`src/vhs_pkg.sv`:
```
package vhs_pkg;

	localparam int unsigned PROB_W  = 16;
	localparam int unsigned N_W     = 13;
	localparam int unsigned TMS_W   = 32;
	localparam int unsigned CNT_W   = 21;
	localparam int unsigned LIM_W   = 20;
	localparam int unsigned PAD_W   = 16;
	localparam int unsigned CFG_W   = 20;
	localparam int unsigned IDX_W   = 3;
	localparam int unsigned IN_TDATA_W  = 64;
	localparam int unsigned OUT_TDATA_W = 88;

	localparam int unsigned MAX_FRAME_DEF = 4096;
	localparam int unsigned QUEUE_DEPTH   = 4;

	localparam logic [PROB_W-1:0] RST_START_THR  = 16'd22938;
	localparam logic [PROB_W-1:0] RST_HYST_OFF   = 16'd9830;
	localparam logic [LIM_W-1:0]  RST_MIN_SIL    = 20'd4000;
	localparam logic [PAD_W-1:0]  RST_PAD        = 16'd1024;
	localparam logic [LIM_W-1:0]  RST_MIN_SPEECH = 20'd1600;
	localparam logic [LIM_W-1:0]  RST_MAX_SPEECH = 20'd240000;

	typedef enum logic [IDX_W-1:0] {
		REG_START_THR  = 3'd0,
		REG_HYST_OFF   = 3'd1,
		REG_MIN_SIL    = 3'd2,
		REG_PAD        = 3'd3,
		REG_MIN_SPEECH = 3'd4,
		REG_MAX_SPEECH = 3'd5
	} cfg_reg_t;

	typedef enum logic [1:0] {
		MODE_IDLE    = 2'd0,
		MODE_SPEECH  = 2'd1,
		MODE_SILENCE = 2'd2
	} mode_t;

	typedef enum logic [1:0] {
		END_NONE    = 2'd0,
		END_FINAL   = 2'd1,
		END_DROPPED = 2'd2
	} end_kind_t;

	typedef struct packed {
		logic [PROB_W-1:0] start_thr;
		logic [PROB_W-1:0] hyst_off;
		logic [LIM_W-1:0]  min_sil;
		logic [PAD_W-1:0]  pad;
		logic [LIM_W-1:0]  min_speech;
		logic [LIM_W-1:0]  max_speech;
	} cfg_t;

	// Classified frame handed from front to back end.
	typedef struct packed {
		logic             zero;
		logic             ge_start;
		logic             lt_sil;
		logic [N_W-1:0]   n;
		logic [TMS_W-1:0] tms;
		logic             asst;
	} frame_cmd_t;

	typedef struct packed {
		logic             speech_started;
		logic             barge_in;
		logic             partial_emitted;
		logic [CNT_W-1:0] partial_length;
		end_kind_t        end_kind;
		logic [CNT_W-1:0] final_length;
		logic [TMS_W-1:0] segment_start_ms;
		mode_t            mode;
	} result_t;

endpackage

```
`src/vhs_front.sv`:
```
module vhs_front import vhs_pkg::*; #(
	parameter int unsigned MAX_FRAME = MAX_FRAME_DEF
) (
	input  logic              [PROB_W-1:0] speech_prob,
	input  logic              [N_W-1:0]    frame_samples,
	input  logic              [TMS_W-1:0]  frame_time_ms,
	input  logic                           assistant_speaking,
	input  cfg_t                           cfg,
	output frame_cmd_t                     cmd
);

	logic signed [PROB_W+1:0] sil_thr;
	logic signed [PROB_W+1:0] prob_s;
	logic                     oversize;

	// Silence threshold is a signed difference and may go negative.
	assign sil_thr  = $signed({2'b00, cfg.start_thr}) - $signed({2'b00, cfg.hyst_off});
	assign prob_s   = $signed({2'b00, speech_prob});
	assign oversize = {4'b0000, frame_samples} > 17'(MAX_FRAME);

	always_comb begin
		cmd.zero     = (frame_samples == '0);
		cmd.ge_start = (speech_prob >= cfg.start_thr);
		cmd.lt_sil   = (prob_s < sil_thr);
		cmd.n        = oversize ? N_W'(MAX_FRAME) : frame_samples;
		cmd.tms      = frame_time_ms;
		cmd.asst     = assistant_speaking;
	end

endmodule

```
`src/vhs_fifo.sv`:
```
module vhs_fifo import vhs_pkg::*; #(
	parameter int unsigned DEPTH = QUEUE_DEPTH
) (
	input  logic       clk,
	input  logic       arst_n,
	input  logic       push,
	input  frame_cmd_t push_data,
	output logic       full,
	input  logic       pop,
	output frame_cmd_t pop_data,
	output logic       not_empty
);

	localparam int unsigned PTR_W = (DEPTH > 1) ? $clog2(DEPTH) : 1;
	localparam int unsigned CNT_W_Q = $clog2(DEPTH + 1);

	frame_cmd_t           mem_q [DEPTH];
	logic [PTR_W-1:0]     wr_ptr_q;
	logic [PTR_W-1:0]     rd_ptr_q;
	logic [CNT_W_Q-1:0]   count_q;

	assign full      = (count_q == CNT_W_Q'(DEPTH));
	assign not_empty = (count_q != '0);
	assign pop_data  = mem_q[rd_ptr_q];

	always_ff @(posedge clk) begin
		if (push) begin
			mem_q[wr_ptr_q] <= push_data;
		end
	end

	always_ff @(posedge clk or negedge arst_n) begin
		if (!arst_n) begin
			wr_ptr_q <= '0;
			rd_ptr_q <= '0;
			count_q  <= '0;
		end else begin
			if (push) begin
				wr_ptr_q <= (wr_ptr_q == PTR_W'(DEPTH - 1)) ? '0 : wr_ptr_q + 1'b1;
			end
			if (pop) begin
				rd_ptr_q <= (rd_ptr_q == PTR_W'(DEPTH - 1)) ? '0 : rd_ptr_q + 1'b1;
			end
			case ({push, pop})
				2'b10:   count_q <= count_q + 1'b1;
				2'b01:   count_q <= count_q - 1'b1;
				default: count_q <= count_q;
			endcase
		end
	end

endmodule

```
`src/vhs_back.sv`:
```
module vhs_back import vhs_pkg::*; (
	input  logic       clk,
	input  logic       arst_n,
	input  cfg_t       cfg,
	input  logic       cmd_valid,
	input  frame_cmd_t cmd,
	output logic       cmd_pop,
	output logic       res_valid,
	input  logic       res_ready,
	output result_t    res
);

	mode_t            mode_q, mode_d;
	logic [CNT_W-1:0] speech_q, speech_d;
	logic [CNT_W-1:0] silence_q, silence_d;
	logic [PAD_W-1:0] preroll_q, preroll_d;
	logic [TMS_W-1:0] start_q, start_d;
	logic             out_valid_q;
	result_t          out_q, res_d;

	logic [PAD_W:0]   fill_sum;
	logic [PAD_W-1:0] fill;
	logic [CNT_W-1:0] act_sum, after_part, sil_sum, start_cnt;
	logic             part, sil_done, keep_final;

	assign cmd_pop   = cmd_valid && (!out_valid_q || res_ready);
	assign res_valid = out_valid_q;
	assign res       = out_q;

	// Arithmetic shared by the branches below.
	always_comb begin
		fill_sum   = {1'b0, preroll_q} + (PAD_W + 1)'(cmd.n);
		fill       = (fill_sum > {1'b0, cfg.pad}) ? cfg.pad : fill_sum[PAD_W-1:0];
		start_cnt  = CNT_W'(fill) + CNT_W'(cmd.n);
		act_sum    = speech_q + CNT_W'(cmd.n);
		part       = (act_sum >= {1'b0, cfg.max_speech});
		after_part = part ? '0 : act_sum;
		sil_sum    = silence_q + CNT_W'(cmd.n);
		sil_done   = (sil_sum >= {1'b0, cfg.min_sil});
		keep_final = (after_part >= {1'b0, cfg.min_speech}) && (after_part != '0);
	end

	// Next mode.
	always_comb begin
		mode_d = mode_q;
		if (cmd_pop && !cmd.zero) begin
			unique case (mode_q) inside
				MODE_IDLE: begin
					if (cmd.ge_start) mode_d = MODE_SPEECH;
				end
				MODE_SPEECH, MODE_SILENCE: begin
					if (cmd.lt_sil) mode_d = sil_done ? MODE_IDLE : MODE_SILENCE;
					else            mode_d = MODE_SPEECH;
				end
				default: mode_d = MODE_IDLE;
			endcase
		end
	end

	// Counters and the result item.
	always_comb begin
		speech_d  = speech_q;
		silence_d = silence_q;
		preroll_d = preroll_q;
		start_d   = start_q;
		res_d     = '0;
		res_d.segment_start_ms = start_q;
		res_d.mode             = mode_d;
		res_d.end_kind         = END_NONE;
		if (cmd_pop && !cmd.zero) begin
			preroll_d = fill;
			if (mode_q == MODE_IDLE) begin
				if (cmd.ge_start) begin
					speech_d  = start_cnt;
					silence_d = '0;
					start_d   = cmd.tms;
					res_d.speech_started   = 1'b1;
					res_d.barge_in         = cmd.asst;
					res_d.segment_start_ms = cmd.tms;
				end
			end else begin
				speech_d = after_part;
				res_d.partial_emitted = part;
				res_d.partial_length  = part ? act_sum : '0;
				if (cmd.lt_sil) begin
					silence_d = sil_sum;
					if (sil_done) begin
						res_d.end_kind     = keep_final ? END_FINAL : END_DROPPED;
						res_d.final_length = keep_final ? after_part : '0;
						speech_d  = '0;
						silence_d = '0;
						preroll_d = '0;
						start_d   = '0;
					end
				end else begin
					silence_d = '0;
				end
			end
		end
	end

	always_ff @(posedge clk or negedge arst_n) begin
		if (!arst_n) begin
			mode_q      <= MODE_IDLE;
			speech_q    <= '0;
			silence_q   <= '0;
			preroll_q   <= '0;
			start_q     <= '0;
			out_valid_q <= 1'b0;
		end else begin
			mode_q    <= mode_d;
			speech_q  <= speech_d;
			silence_q <= silence_d;
			preroll_q <= preroll_d;
			start_q   <= start_d;
			if (cmd_pop)        out_valid_q <= 1'b1;
			else if (res_ready) out_valid_q <= 1'b0;
		end
	end

	always_ff @(posedge clk) begin
		if (cmd_pop) out_q <= res_d;
	end

	a_idle_clear: assert property (@(posedge clk) disable iff (!arst_n)
		mode_q == MODE_IDLE |-> (speech_q == '0 && silence_q == '0 && start_q == '0))
		else $error("idle with segment state left over");

	a_silence_mode: assert property (@(posedge clk) disable iff (!arst_n)
		silence_q != '0 |-> mode_q == MODE_SILENCE)
		else $error("silence count outside silence mode");

	a_end_idle: assert property (@(posedge clk) disable iff (!arst_n)
		cmd_pop && res_d.end_kind != END_NONE |=> mode_q == MODE_IDLE)
		else $error("segment ended but mode not idle");

	a_no_overwrite: assert property (@(posedge clk) disable iff (!arst_n)
		out_valid_q && !res_ready |-> !cmd_pop)
		else $error("pending result overwritten");

endmodule

```
`src/vad_hysteresis_segmenter_core.sv`:
```
// Voice-activity segmenter with hysteresis. Each request on the slave stream
// is one audio frame; each frame produces exactly one result request on the
// master stream, in order. A probability at or above start_threshold opens a
// segment (pre-roll plus frame counted, barge-in flagged when the assistant is
// speaking); a partial segment is reported whenever the running count reaches
// max_speech_samples; enough continuous silence below start_threshold minus
// hysteresis_offset closes the segment as final or dropped. Zero-length frames
// change nothing. Throughput is one frame per clock sustained while the
// master stream is ready. The front end classifies the frame in the accept
// cycle and writes it into a QDEPTH-entry queue (4 by default); the back end
// pops it, updates segment state (which sets that rate) and loads the result
// register. The user must write the configuration registers through cfg_we/
// cfg_addr/cfg_wdata only while no frame is in flight; the block does not
// enforce this. Indexes 6 and 7 are ignored.
module vad_hysteresis_segmenter_core import vhs_pkg::*; #(
	parameter int unsigned MAX_FRAME = MAX_FRAME_DEF,
	parameter int unsigned QDEPTH    = QUEUE_DEPTH
) (
	input  logic                   clk,
	input  logic                   arst_n,
	// speech_prob[15:0], frame_samples[28:16], frame_time_ms[60:29],
	// assistant_speaking[61], zero fill[63:62]
	input  logic [IN_TDATA_W-1:0]  s_axis_tdata,
	input  logic                   s_axis_tvalid,
	output logic                   s_axis_tready,
	// speech_started[0], barge_in[1], partial_emitted[2], partial_length[23:3],
	// end_kind[25:24], final_length[46:26], segment_start_ms[78:47],
	// mode[80:79], zero fill[87:81]
	output logic [OUT_TDATA_W-1:0] m_axis_tdata,
	output logic                   m_axis_tvalid,
	input  logic                   m_axis_tready,
	input  logic                   cfg_we,
	input  logic [IDX_W-1:0]       cfg_addr,
	input  logic [CFG_W-1:0]       cfg_wdata
);

	cfg_t       cfg_q;
	frame_cmd_t front_cmd, queue_cmd;
	logic       q_full, q_not_empty, q_pop, push;
	result_t    res;

	// Configuration registers: write-only, take the low bits of the data.
	always_ff @(posedge clk or negedge arst_n) begin
		if (!arst_n) begin
			cfg_q.start_thr  <= RST_START_THR;
			cfg_q.hyst_off   <= RST_HYST_OFF;
			cfg_q.min_sil    <= RST_MIN_SIL;
			cfg_q.pad        <= RST_PAD;
			cfg_q.min_speech <= RST_MIN_SPEECH;
			cfg_q.max_speech <= RST_MAX_SPEECH;
		end else if (cfg_we) begin
			unique case (cfg_reg_t'(cfg_addr))
				REG_START_THR:  cfg_q.start_thr  <= cfg_wdata[PROB_W-1:0];
				REG_HYST_OFF:   cfg_q.hyst_off   <= cfg_wdata[PROB_W-1:0];
				REG_MIN_SIL:    cfg_q.min_sil    <= cfg_wdata[LIM_W-1:0];
				REG_PAD:        cfg_q.pad        <= cfg_wdata[PAD_W-1:0];
				REG_MIN_SPEECH: cfg_q.min_speech <= cfg_wdata[LIM_W-1:0];
				REG_MAX_SPEECH: cfg_q.max_speech <= cfg_wdata[LIM_W-1:0];
				default: ;
			endcase
		end
	end

	// Accept whenever the queue has room, independent of the output side.
	assign s_axis_tready = !q_full;
	assign push          = s_axis_tvalid && s_axis_tready;

	vhs_front #(
		.MAX_FRAME(MAX_FRAME)
	) u_front (
		.speech_prob        (s_axis_tdata[15:0]),
		.frame_samples      (s_axis_tdata[28:16]),
		.frame_time_ms      (s_axis_tdata[60:29]),
		.assistant_speaking (s_axis_tdata[61]),
		.cfg                (cfg_q),
		.cmd                (front_cmd)
	);

	vhs_fifo #(
		.DEPTH(QDEPTH)
	) u_fifo (
		.clk       (clk),
		.arst_n    (arst_n),
		.push      (push),
		.push_data (front_cmd),
		.full      (q_full),
		.pop       (q_pop),
		.pop_data  (queue_cmd),
		.not_empty (q_not_empty)
	);

	vhs_back u_back (
		.clk       (clk),
		.arst_n    (arst_n),
		.cfg       (cfg_q),
		.cmd_valid (q_not_empty),
		.cmd       (queue_cmd),
		.cmd_pop   (q_pop),
		.res_valid (m_axis_tvalid),
		.res_ready (m_axis_tready),
		.res       (res)
	);

	// Pack the result fields, speech_started in the lowest bits.
	assign m_axis_tdata = {
		7'b0,
		res.mode,
		res.segment_start_ms,
		res.final_length,
		res.end_kind,
		res.partial_length,
		res.partial_emitted,
		res.barge_in,
		res.speech_started
	};

endmodule
```
`config.mk`:
```
export PLATFORM = sky130hd
export DESIGN_NAME = vad_hysteresis_segmenter_core
export DESIGN_NICKNAME = d
export VERILOG_FILES = /design/src/vhs_pkg.sv /design/src/vhs_front.sv /design/src/vhs_fifo.sv /design/src/vhs_back.sv /design/src/vad_hysteresis_segmenter_core.sv
export SDC_FILE = /design/constraint.sdc
export NUM_CORES = 1
export LEC_CHECK = 0
export BUFFER_PORTS_ARGS = -buffer_cell sky130_fd_sc_hd__buf_4
export CAP_MARGIN = 40
export CORE_UTILIZATION = 60
export DETAILED_ROUTE_END_ITERATION = 6
export MAX_ROUTING_LAYER = met4
export PLACE_DENSITY = 0.79
export SLEW_MARGIN = 20
export SYNTH_ARGS = -nofsm -noshare
export SYNTH_HDL_FRONTEND = slang
export SYNTH_SLANG_ARGS = --single-unit
```
`constraint.sdc`:
```
create_clock -name clk -period 9.1 [get_ports clk]
set_input_delay 1.82 -clock clk [delete_from_list [all_inputs] [get_ports clk]]
set_output_delay 1.82 -clock clk [all_outputs]
set_load 0.02 [all_outputs]
```
==> run metrics <==
run status=finished, violations left; failing checks=design-rule violations; synthesized area=0.0252 mm²; drt first pass iters=7; Worst EP required=9.54 ns; cell taking the most area after synthesis=edfxtp_1; EDFF count, synth=277; worst setup path startpoint=u_fifo.rd_ptr_q[0]$_DFFE_PN0P_; flop2flop setup slack=1.02 ns; CTS-repair resized insts=0; Std-Cell Rows=74; vias per inst=6.07; final setup TNS=0 ns; Worst Setup EP=u_back.speech_q[15]$_DFFE_PN0P_; most frequent cells after synthesis=edfxtp_1 (277), ha_1 (183), dfrtp_1 (176); layout cells sized above 1=19.5%; Max Cap Viol=0; drc violations=1; fin. max-slew vios=0; CP Capture Type=flip-flop; core area=0.0411 mm²; YS warnings=0; remaining antenna violation count=0; Worst setup SP type=flip-flop; syn_area_per_cell=12.1 µm²; reg2reg path depth=26; flop and latch count out of synthesis=485; initial antenna violation count=1; ant diodes=0; Yosys cell types=84; port bufs=172; share of the synthesized area in the top cell type=33.1%; Cells after Synth=2078; Die Y-Extent=207 µm; final setup violation count=0; RR Endpoint=u_back.speech_q[15]$_DFFE_PN0P_; count leader, synth=edfxtp_1; Hold Path Class=reg2reg; detailed-route via count=17200; Die X=207 µm; CTS root buf=clkbuf_16; Top FF cell, synth=edfxtp_1; largest cells by area after synthesis=edfxtp_1 (33%), dfrtp_1 (18%), ha_1 (9.1%), mux4_2 (4.4%), dfstp_2 (3.3%); vias in the first global route=17300; Clk pin slew, worst setup/hold paths=0.06 ns; HPWL Detailed=41800 µm; hold_buf cts=0; Iter 0 DRT Violations=1422; Max clock buf depth=3; H-tree depth=2; Seq/Total Area, Yosys=53.9%; skew final=0.0269 ns; Arrival @ worst endpoint=8.51 ns; Fill cells=2856; Final Cycle Share=88.8%; Sink Count=485; CTS tree=yes; WS Path Type=reg2reg; die area=0.0427 mm²; largest net degree at the start of global routing=89; reg2reg start=u_fifo.rd_ptr_q[0]$_DFFE_PN0P_; RD Place Congestion=0.945; CP max FO=19; worst rel slew slack=40.6%; post-CTS setup buffers=0; Total Wirelength=60300 µm; worst slew pin tran=0.890 ns; GRT overflow=0; hold violation count in the final report=0; unrepaired setup endpoints after global routing=no; crit path time final=8.08 ns; Layout Nets=2537; Clock Latency Late Sink=0.61 ns; first-pass GRT wire length=93400 µm; Synth-to-Final Area Change=14.0%; ys async rst share=42.9%; Initial Util=61.2%; IO Count=182; Num CTS Buffers=50; FMAX=124 MHz; GRT Resource Usage Total=29.9%; Avg WL per Cell=21.3 µm
==> final cells by class <==
class                      count  area, µm²  share of cell area [%]
clock inverter                27        259                   0.903
sequential                   485      13600                    47.3
inverter                     176        661                    2.30
multi-input combinational   1340      10600                    37.0
tap                          532        666                    2.32
clock buffer                  67       1350                    4.69
timing repair buffer         203       1580                    5.50
==> critical path, stage by stage (launching register included) <==
cell       delay (ns)
dfrtp_4          0.61
mux4_2           0.62
ha_1             0.26
fa_1             0.44
a211oi_1         0.32
o211ai_1         0.19
nand4_1          0.17
a31oi_1          0.12
xnor2_1          0.20
inv_1            0.07
ha_1             0.29
and4_1           0.21
nand4_1          0.16
a31o_2           0.26
a41oi_1          0.35
a221o_1          0.67
mux2_2           0.46
ha_1             0.29
a21o_1           0.17
a21o_1           0.22
a2111oi_0        0.66
nor3_1           0.18
nor3_1           0.36
o31ai_1          0.19
nand3_1          0.13
xor2_1           0.16
o221ai_1         0.12
==> per-stage QoR <==
step	instance area (µm²)	util, %	setup slack, ns	hold slack (ns)	std cells
5_1_grt	28700	69.8	0.454	0.512	2830
2_1_floorplan	25200	-	1.28	0.456	2085
3_3_place_gp	27000	65.6	1.29	0.477	2728
4_1_cts	28700	69.8	1.14	0.494	2829
6_report	28700	69.8	1.02	0.494	2830
3_5_place_dp	27100	65.9	1.16	0.480	2735
==> kinds of logic (layout without fill, tap and decap cells) <==
logic type,Yosys count,count (layout),share of synthesized area (%)
other cells,1,8,0.0149
flops,485,485,53.9
buf+inv,260,473,4.23
compound gates,456,456,12.1
mux,141,141,8.32
simple gates,472,472,9.27
fa+ha+maj,189,189,9.58
xor+xnor,74,74,2.58
==> cells in the final DEF (no fill, tap or decap), drive strengths merged, types with 69 or more instances in the layout <==
cell type    n
a21o        96
o21ai      138
ha         183
inv        179
dfrtp      176
clkbuf      69
buf        201
edfxtp     277
nand2      162
nor2        95
a21oi       76
==> flip-flops by register name, indices dropped and copies added, names as in the netlist <==
register          cells
u_fifo.rd_ptr_q       2
u_back.preroll_q     16
u_back.silence_q     21
u_back.mode_q         2
cfg_q               108
u_fifo.mem_q        196
u_back.res_valid      1
u_back.res           81
u_fifo.wr_ptr_q       2
u_fifo.count_q        3
u_back.speech_q      21
u_back.start_q       32
==> per-layer routing <==
metal | up-vias | wire, µm | GRT usage (%)
met1 | 8456 | 24300 | 37.8
li1 | 7952 | - | -
met3 | 152 | 3910 | 4.29
met5 | - | 0 | -
met4 | 0 | 2220 | 11.8
met2 | 615 | 29800 | 48.7
==> worst min path at each step <==
stage	startpoint	to	slack (ns)	cells after the start
2_1_floorplan	u_back.speech_q[0]$_DFFE_PN0P_	u_back.speech_q[0]$_DFFE_PN0P_	0.46	2
3_3_place_gp	u_back.speech_q[0]$_DFFE_PN0P_	u_back.speech_q[0]$_DFFE_PN0P_	0.48	2
3_5_place_dp	u_back.speech_q[5]$_DFFE_PN0P_	u_back.speech_q[5]$_DFFE_PN0P_	0.48	2
4_1_cts	u_back.speech_q[5]$_DFFE_PN0P_	u_back.speech_q[5]$_DFFE_PN0P_	0.49	2
5_1_grt	u_fifo.count_q[2]$_DFFE_PN0P_	u_fifo.count_q[2]$_DFFE_PN0P_	0.51	1
6_report	u_back.speech_q[5]$_DFFE_PN0P_	u_back.speech_q[5]$_DFFE_PN0P_	0.49	2
Power is not shown: default switching activity piles up to over one toggle a cycle in this logic, so the estimate is an artifact.
